<file path="src/rtl/dsdt_pkg.sv">
// dsdt_pkg: shared widths, codes and control structs of the dust sensor delta tracker
// used by dsdt_div, dsdt_ctrl, dsdt_dp and dust_sensor_delta_tracker
// depends on nothing
package dsdt_pkg;

	// window geometry
	localparam int WINDOW_DEPTH = 10;
	localparam int HEAD_W       = (WINDOW_DEPTH > 1) ? $clog2(WINDOW_DEPTH) : 1;
	localparam int FILL_W       = $clog2(WINDOW_DEPTH + 1);

	// field widths
	localparam int LVL_W   = 20;
	localparam int DELTA_W = 21;
	localparam int SUM_W   = LVL_W + FILL_W;
	localparam int BASE_W  = 30;
	localparam int SM_W    = 28;
	localparam int S_W     = 36;

	// shared divider, two quotient bits per cycle
	localparam int DIV_NW    = 44;
	localparam int DIV_DW    = 30;
	localparam int DIV_STEPS = DIV_NW / 2;
	localparam int DIV_CW    = $clog2(DIV_STEPS);

	// fixed-point constants, 16 fraction bits
	localparam int ADAPT_Q16 = 328;
	localparam int FLOOR_Q16 = 1311;
	localparam int ROUND_Q16 = 32768;

	// configuration register indexes
	typedef enum logic [2:0] {
		CFG_WARMUP    = 3'd0,
		CFG_CALIB     = 3'd1,
		CFG_MIN_ON    = 3'd2,
		CFG_MIN_DELTA = 3'd3,
		CFG_MAX_RISE  = 3'd4,
		CFG_DECAY     = 3'd5,
		CFG_FS_LEVEL  = 3'd6,
		CFG_FS_PM     = 3'd7
	} cfg_idx_t;

	// reported status codes
	typedef enum logic [1:0] {
		ST_NO_SIGNAL = 2'd0,
		ST_WARMUP    = 2'd1,
		ST_CALIB     = 2'd2,
		ST_READY     = 2'd3
	} status_t;

	// datapath operations issued by the controller
	typedef enum logic [4:0] {
		OP_NONE       = 5'd0,
		OP_LOAD       = 5'd1,
		OP_DIV_OFF    = 5'd2,
		OP_DIV_ON     = 5'd3,
		OP_RAW        = 5'd4,
		OP_CAL_MUL    = 5'd5,
		OP_DIV_CAL    = 5'd6,
		OP_ADAPT_MUL  = 5'd7,
		OP_ADAPT_SUB  = 5'd8,
		OP_TARGET     = 5'd9,
		OP_SMOOTH_MUL = 5'd10,
		OP_SMOOTH_UPD = 5'd11,
		OP_PM_CHECK   = 5'd12,
		OP_DIV_PCT    = 5'd13,
		OP_DIV_PM     = 5'd14,
		OP_STATUS     = 5'd15,
		OP_OUT        = 5'd16
	} op_t;

	// controller to datapath
	typedef struct packed {
		op_t op;
	} cmd_t;

	// datapath to controller
	typedef struct packed {
		logic div_done;
		logic cal_div;
		logic pm_skip;
	} sts_t;

endpackage

</file>
<file path="src/rtl/dsdt_ctrl.sv">
// dsdt_ctrl: sequencer for one measurement and the output handshake
// depends on dsdt_pkg
module dsdt_ctrl (
	input  logic            clk,
	input  logic            arst_n,
	input  logic            in_valid,
	output logic            in_ready,
	output logic            out_valid,
	input  logic            out_ready,
	input  dsdt_pkg::sts_t  sts,
	output dsdt_pkg::cmd_t  cmd
);

	typedef enum logic [20:0] {
		S_IDLE  = 21'h000001,
		S_DOFF  = 21'h000002,
		S_WOFF  = 21'h000004,
		S_DON   = 21'h000008,
		S_WON   = 21'h000010,
		S_RAW   = 21'h000020,
		S_CMUL  = 21'h000040,
		S_DCAL  = 21'h000080,
		S_WCAL  = 21'h000100,
		S_AMUL  = 21'h000200,
		S_ASUB  = 21'h000400,
		S_TGT   = 21'h000800,
		S_SMUL  = 21'h001000,
		S_SUPD  = 21'h002000,
		S_PMCHK = 21'h004000,
		S_DPCT  = 21'h008000,
		S_WPCT  = 21'h010000,
		S_DPM   = 21'h020000,
		S_WPM   = 21'h040000,
		S_STAT  = 21'h080000,
		S_DONE  = 21'h100000
	} state_t;

	state_t state_q, state_d;
	logic   out_valid_q;

	// next state and command
	always_comb begin
		state_d = state_q;
		cmd.op  = dsdt_pkg::OP_NONE;
		case (state_q)
			S_IDLE: begin
				if (in_valid) begin
					cmd.op  = dsdt_pkg::OP_LOAD;
					state_d = S_DOFF;
				end
			end
			S_DOFF: begin
				cmd.op  = dsdt_pkg::OP_DIV_OFF;
				state_d = S_WOFF;
			end
			S_WOFF: if (sts.div_done) state_d = S_DON;
			S_DON: begin
				cmd.op  = dsdt_pkg::OP_DIV_ON;
				state_d = S_WON;
			end
			S_WON: if (sts.div_done) state_d = S_RAW;
			S_RAW: begin
				cmd.op  = dsdt_pkg::OP_RAW;
				state_d = sts.cal_div ? S_CMUL : S_AMUL;
			end
			S_CMUL: begin
				cmd.op  = dsdt_pkg::OP_CAL_MUL;
				state_d = S_DCAL;
			end
			S_DCAL: begin
				cmd.op  = dsdt_pkg::OP_DIV_CAL;
				state_d = S_WCAL;
			end
			S_WCAL: if (sts.div_done) state_d = S_AMUL;
			S_AMUL: begin
				cmd.op  = dsdt_pkg::OP_ADAPT_MUL;
				state_d = S_ASUB;
			end
			S_ASUB: begin
				cmd.op  = dsdt_pkg::OP_ADAPT_SUB;
				state_d = S_TGT;
			end
			S_TGT: begin
				cmd.op  = dsdt_pkg::OP_TARGET;
				state_d = S_SMUL;
			end
			S_SMUL: begin
				cmd.op  = dsdt_pkg::OP_SMOOTH_MUL;
				state_d = S_SUPD;
			end
			S_SUPD: begin
				cmd.op  = dsdt_pkg::OP_SMOOTH_UPD;
				state_d = S_PMCHK;
			end
			S_PMCHK: begin
				cmd.op  = dsdt_pkg::OP_PM_CHECK;
				state_d = sts.pm_skip ? S_STAT : S_DPCT;
			end
			S_DPCT: begin
				cmd.op  = dsdt_pkg::OP_DIV_PCT;
				state_d = S_WPCT;
			end
			S_WPCT: if (sts.div_done) state_d = S_DPM;
			S_DPM: begin
				cmd.op  = dsdt_pkg::OP_DIV_PM;
				state_d = S_WPM;
			end
			S_WPM: if (sts.div_done) state_d = S_STAT;
			S_STAT: begin
				cmd.op  = dsdt_pkg::OP_STATUS;
				state_d = S_DONE;
			end
			S_DONE: begin
				if (!out_valid_q || out_ready) begin
					cmd.op  = dsdt_pkg::OP_OUT;
					state_d = S_IDLE;
				end
			end
			default: state_d = S_IDLE;
		endcase
	end

	// state and output valid
	always_ff @(posedge clk or negedge arst_n) begin
		if (!arst_n) begin
			state_q     <= S_IDLE;
			out_valid_q <= 1'b0;
		end else begin
			state_q <= state_d;
			if (cmd.op == dsdt_pkg::OP_OUT) out_valid_q <= 1'b1;
			else if (out_ready)             out_valid_q <= 1'b0;
		end
	end

	assign in_ready  = (state_q == S_IDLE);
	assign out_valid = out_valid_q;

	// divider finishes only while a wait state listens
	a_done_in_wait: assert property (@(posedge clk) disable iff (!arst_n)
		sts.div_done |-> (state_q == S_WOFF || state_q == S_WON || state_q == S_WCAL ||
			state_q == S_WPCT || state_q == S_WPM))
		else $error("divider done outside a wait state");

	// a new result appears only from the done state
	a_out_from_done: assert property (@(posedge clk) disable iff (!arst_n)
		$rose(out_valid_q) |-> $past(state_q == S_DONE))
		else $error("result shown without completing a measurement");

	// an accepted transaction starts the window division
	a_accept_starts: assert property (@(posedge clk) disable iff (!arst_n)
		(in_valid && in_ready) |=> (state_q == S_DOFF))
		else $error("accepted transaction did not start processing");

endmodule

</file>
<file path="config.mk">
export PLATFORM = sky130hd
export DESIGN_NAME = dsdt_ctrl
export DESIGN_NICKNAME = d
export VERILOG_FILES = /design/src/rtl/dsdt_pkg.sv /design/src/rtl/dsdt_ctrl.sv
export SDC_FILE = /design/constraint.sdc
export NUM_CORES = 1
export LEC_CHECK = 0
export BUFFER_PORTS_ARGS = -buffer_cell sky130_fd_sc_hd__buf_2
export CELL_PAD_IN_SITES_DETAIL_PLACEMENT = 2
export CELL_PAD_IN_SITES_GLOBAL_PLACEMENT = 2
export CORE_ASPECT_RATIO = 0.75
export CORE_MARGIN = 1
export CORE_UTILIZATION = 35
export CTS_BUF_LIST = sky130_fd_sc_hd__clkbuf_16
export CTS_CLUSTER_SIZE = 28
export DETAILED_ROUTE_END_ITERATION = 6
export PLACE_DENSITY = 0.85
export SLEW_MARGIN = 20
export SYNTH_ARGS = -nofsm -noshare
export SYNTH_HDL_FRONTEND = slang
export SYNTH_SLANG_ARGS = --single-unit
</file>
<file path="constraint.sdc">
create_clock -name clk -period 4.6 [get_ports clk]
set_clock_uncertainty 0.2 [all_clocks]
set_input_delay 0.92 -clock clk [delete_from_list [all_inputs] [get_ports clk]]
set_output_delay 0.92 -clock clk [all_outputs]
set_load 0.005 [all_outputs]
</file>
# Yosys cells after proc, flatten, opt, wreduce, memory -nomap -nowiden
# Index checks and enable logic that the tools add are counted.
# totals
reg_bits	22
out_inout_bits	7
inputBits	7
elab_cells	50
# classes
reduce_logical	4
mux	15
n_eq_ne	29
# op_table
cell	count
one-hot mux 21 bit (21 select lines)	1
2-to-1 mux 21 bit	7
one-hot mux 5 bit (16 select lines)	1
== test 21 x 1 -> 1 bit (second input constant)	1
== test 21 x 10 -> 1 bit (second input constant)	1
== test 21 x 11 -> 1 bit (second input constant)	1
== test 21 x 12 -> 1 bit (second input constant)	1
== test 21 x 13 -> 1 bit (second input constant)	1
== test 21 x 14 -> 1 bit (second input constant)	1
== test 21 x 15 -> 1 bit (second input constant)	1
== test 21 x 16 -> 1 bit (second input constant)	1
== test 21 x 17 -> 1 bit (second input constant)	1
== test 21 x 18 -> 1 bit (second input constant)	1
== test 21 x 19 -> 1 bit (second input constant)	1
== test 21 x 2 -> 1 bit (second input constant)	1
== test 21 x 20 -> 1 bit (second input constant)	1
== test 21 bit (second input constant)	1
== test 21 x 3 -> 1 bit (second input constant)	1
== test 21 x 4 -> 1 bit (second input constant)	1
== test 21 x 5 -> 1 bit (second input constant)	1
== test 21 x 6 -> 1 bit (second input constant)	1
== test 21 x 7 -> 1 bit (second input constant)	1
== test 21 x 8 -> 1 bit (second input constant)	1
== test 21 x 9 -> 1 bit (second input constant)	1
other kinds (10)	18

# Logic depth before layout (Yosys ltp)
# depth
word_depth	6
depth_mapped	8
mapped_depth_nobuf	7

# Worst setup path after synthesis
# No wires, ideal clock.
# synth_path
path_type	reg2out
start	register state_q[16]
end	output port cmd[0] in the netlist's numbering
arrival_time_ns	1.980
path_buffers	1
required_ns	3.480
setup_slack_ns	1.500
stages_incl_launch_ff	6
cell_sequence	dfrtp_1 > buf_6 > or4_4 > or3_1 > or3_4 > o311ai_2
# synth_rtl
element	line_no	source
start: declaration	dsdt_ctrl.sv:38	state_t state_q, state_d;
start signal: assignment	dsdt_ctrl.sv:129	state_q <= state_d;
end: declaration	dsdt_ctrl.sv:11	output dsdt_pkg::cmd_t cmd

==> results.py <==
metrics = {
    "floorplan": {
        "rows": 19,
        "ios": 14,
        "start_util_pct": 37.93,
        "die_h_um": 57.60,
        "die_area_um2": 4385,
        "core_um2": 3804,
        "dieWidth_um": 76.14,
    },
    "hold_path": {
        "hp-class": "reg -> reg",
        "hp-start": "out_valid$_DFFE_PN0P_",
        "hold_depth": 2,
        "min_to": "out_valid$_DFFE_PN0P_",
    },
    "sta": {
        "fin_hold_ws_ns": 0.3477,
        "finalCritPeriodShare_pct": 82.21,
        "timing.final.ws_setup_ns": 0.8186,
        "rsz0062_at_grt": "false",
        "min_period_ns": 3.781,
        "fmax_mhz": 264.5,
        "setup_viol": 0,
        "relSlewSlack_pct": 51.06,
        "hold_viol": 0,
        "worstMarginPinSlew_ns": 0.7155,
        "slew_violations": 0,
        "finalSetupTns_ns": 0,
    },
    "synthesis": {
        "syn_inst": 152,
        "ys_types": 49,
        "yosysTopAreaCellShare_pct": 36.43,
        "synth_seq_cells": 22,
        "synth_edf_count": 0,
        "synth_top_cells_by_area": "dfrtp_1, nor2_1, nor4_1",
        "ys.flop_type": "dfrtp_1",
        "synth_most_common_cell": "dfrtp_1",
        "yosysSeqAreaShare_pct": 38.25,
        "synth_area_um2": 1443,
        "synth_fp_nets": 159,
        "ys_top_cells_by_count": "dfrtp_1, nor2_1, nand2_1, nor3_1, nor4_1",
        "avgSynthCellArea_um2": 9.491,
        "synth_area_leader_cell": "dfrtp_1",
        "synthArstFlopShare_pct": 100.0,
        "yosysWarnings": 0,
    },
    "grt": {
        "gr-total-overflow": 0,
        "grt_pass1_vias": 1368,
        "grt_usage_pct": 23.46,
        "grt_pass1_wl_um": 7693,
        "antenna_found_initial": 0,
        "grt_max_degree": 23,
    },
    "clocking": {
        "cts.sinks": 22,
        "cts_hold_buf": 0,
        "cts-root-buf": "clkbuf_16",
        "post_cts_resized": 0,
        "clkTransAtPathRegs_ns": 0.06,
        "clock_latency_ns": 0.26,
        "clockBufferDepth": 2,
        "cts_htree_levels": 1,
        "post_cts_buffers": 0,
        "cts_tree": "yes",
        "cts_made_buffers": 3,
    },
    "pwr": {
        "ir_drop_mv": 0.3146,
        "power_frac_clock_pct": 28.4,
        "switching_power_mw": 0.2490,
        "p_per_area_nw_per_um2": 414.9,
        "p_seq_share_pct": 36.4,
        "total_power_mw": 0.6670,
        "p_comb_share_pct": 35.3,
        "swShare_pct": 37.32,
        "p_leak_nw": 0.7646,
        "cell_internal_pwr_mw": 0.4181,
    },
    "critical_path": {
        "cp_slowest_cell": "or4_4",
        "critPathKind": "reg -> out",
        "r2r_cells": 6,
        "max_stage_delay_ns": 0.59,
        "cp-end-kind": "primary output",
        "required_ns": 3.48,
        "startpoint_type": "flip-flop",
        "ff2ff_setup_slack_ns": 1.70,
        "r2r-end": "state_q[2]$_DFFE_PN0P_",
        "worstPathArrival_ns": 2.66,
        "crit_path_max_fanout": 9,
        "reg2reg_from": "state_q[16]$_DFFE_PN0P_",
        "cp_cell_sequence": "or4_4 -> nor3_4 -> nand3_1 -> nor3_1 -> a211oi_1 -> o311ai_2 -> buf_2",
    },
    "place": {
        "port_buffers": 13,
        "place_ws_ns": 1.129,
        "place_area_um2": 1529,
        "hpwl_um": 3550,
        "globalplace.congestion": 0.8265,
    },
    "cells_and_area": {
        "final_nets": 168,
        "area_delta_synth_final_pct": 11.45,
        "n_antenna_cell": 0,
        "drive_gt1_share_pct": 20.63,
        "n_fill_cell": 442,
        "fin_area_um2": 1608,
    },
    "routing": {
        "wl_um": 4625,
        "drt_pass1_iterations": 4,
        "drt-initial-drc-count": 105,
        "drc": 0,
        "via_per_inst": 6.047,
        "num_vias": 1282,
        "wl_per_cell_um": 21.82,
        "antenna_left": 0,
    },
    "job": {
        "drv_cap": 0,
    },
    "status": {
        "outcome": "finished, final reports clean",
    },
}
-- final cells by class --
type / instances / area (µm²) / area share (%)
multi-input combinational: 119 / 839.6 / 52.22
sequential: 22 / 551.8 / 34.32
clock buffer: 3 / 75.07 / 4.669
timing repair buffer: 13 / 65.06 / 4.047
tap: 52 / 65.06 / 4.047
inverter: 2 / 7.507 / 0.4669
clock inverter: 1 / 3.754 / 0.2335
-- stage by stage --
step	utilization, %	instances
global placement	40.20	208
finish	42.27	212
detailed placement	40.20	208
global route	42.27	212
CTS	42.27	212
floorplan	-	152
-- worst max-delay path, delay by kind of cell (launching register included) --
family                 cells  cell delay [ns]
and+or+nand+nor            4             1.44
DFF                        1             0.49
buffers and inverters      1             0.16
AOI/OAI and AO/OA          2             0.32
-- power groups by stage --
stage / clock, mW / combinational (mW) / sequential (mW)
6_report: 0.189 / 0.235 / 0.242
5_1_grt: 0.199 / 0.254 / 0.244
4_1_cts: 0.193 / 0.233 / 0.241
3_5_place_dp: 0 / 0.230 / 0.245
3_3_place_gp: 0 / 0.222 / 0.242
2_1_floorplan: 0 / 0.177 / 0.222
-- cell usage in the layout (no fill, tap or decap), types with 2 or more instances in the layout --
cell       synthesis  layout
xnor2_1            4       4
inv_1              2       2
or4_1              2       2
buf_2              2      13
clkbuf_16          0       3
nand3_1            6       6
or4_4              2       2
a21o_1             2       2
or3_1              2       2
xor2_1             2       2
nor4_1             9       9
nor4b_1            4       4
nor2b_1            3       3
nor4_2             2       2
a211oi_1           2       2
and2_1             2       2
nand3b_1           2       2
or4b_2             2       2
nor2_1            17      17
nand2b_1           6       6
dfrtp_1           21      21
nor3_1             9       9
nand2_1            9       9
nor3b_1            2       2
nand4_1            4       4
and3_1             4       4
nor4_4             2       2
-- cell families after synthesis --
| family | count (synthesis) | synth area share, % |
|---|---|---|
| and+or+nand+nor | 96 | 43.45 |
| DFF | 22 | 38.25 |
| AOI/OAI and AO/OA | 15 | 9.626 |
| buffers and inverters | 11 | 3.556 |
| xor gates and xnor gates | 6 | 3.643 |
| muxes | 2 | 1.474 |
-- state kept, by name, summed over array words and instances, names as in the netlist --
register,cells
out_valid,1
state_q,21
-- worst max-delay path by stage --
stage | from | end | slack [ns] | depth (start not counted)
after global routing | state_q[8]$_DFFE_PN0P_ | cmd[0] | 0.68 | 7
final | state_q[16]$_DFFE_PN0P_ | cmd[0] | 0.82 | 7
after floorplan | state_q[16]$_DFFE_PN0P_ | cmd[0] | 1.50 | 5
after detailed placement | state_q[8]$_DFFE_PN0P_ | cmd[0] | 1.13 | 7
after global placement | state_q[20]$_DFFE_PN0P_ | cmd[0] | 1.25 | 6
after CTS | state_q[8]$_DFFE_PN0P_ | cmd[0] | 0.86 | 7
-- routing by layer --
| layer | vias to the layer above | global-route usage, % | routed length, µm |
|---|---|---|---|
| met2 | 29 | 38.05 | 2128 |
| met5 | - | 0 | 0 |
| met4 | 0 | 4.670 | 45 |
| li1 | 588 | - | - |
| met1 | 659 | 31.93 | 2243 |
| met3 | 6 | 6.240 | 207 |
Power figures use the tool's default switching activity.
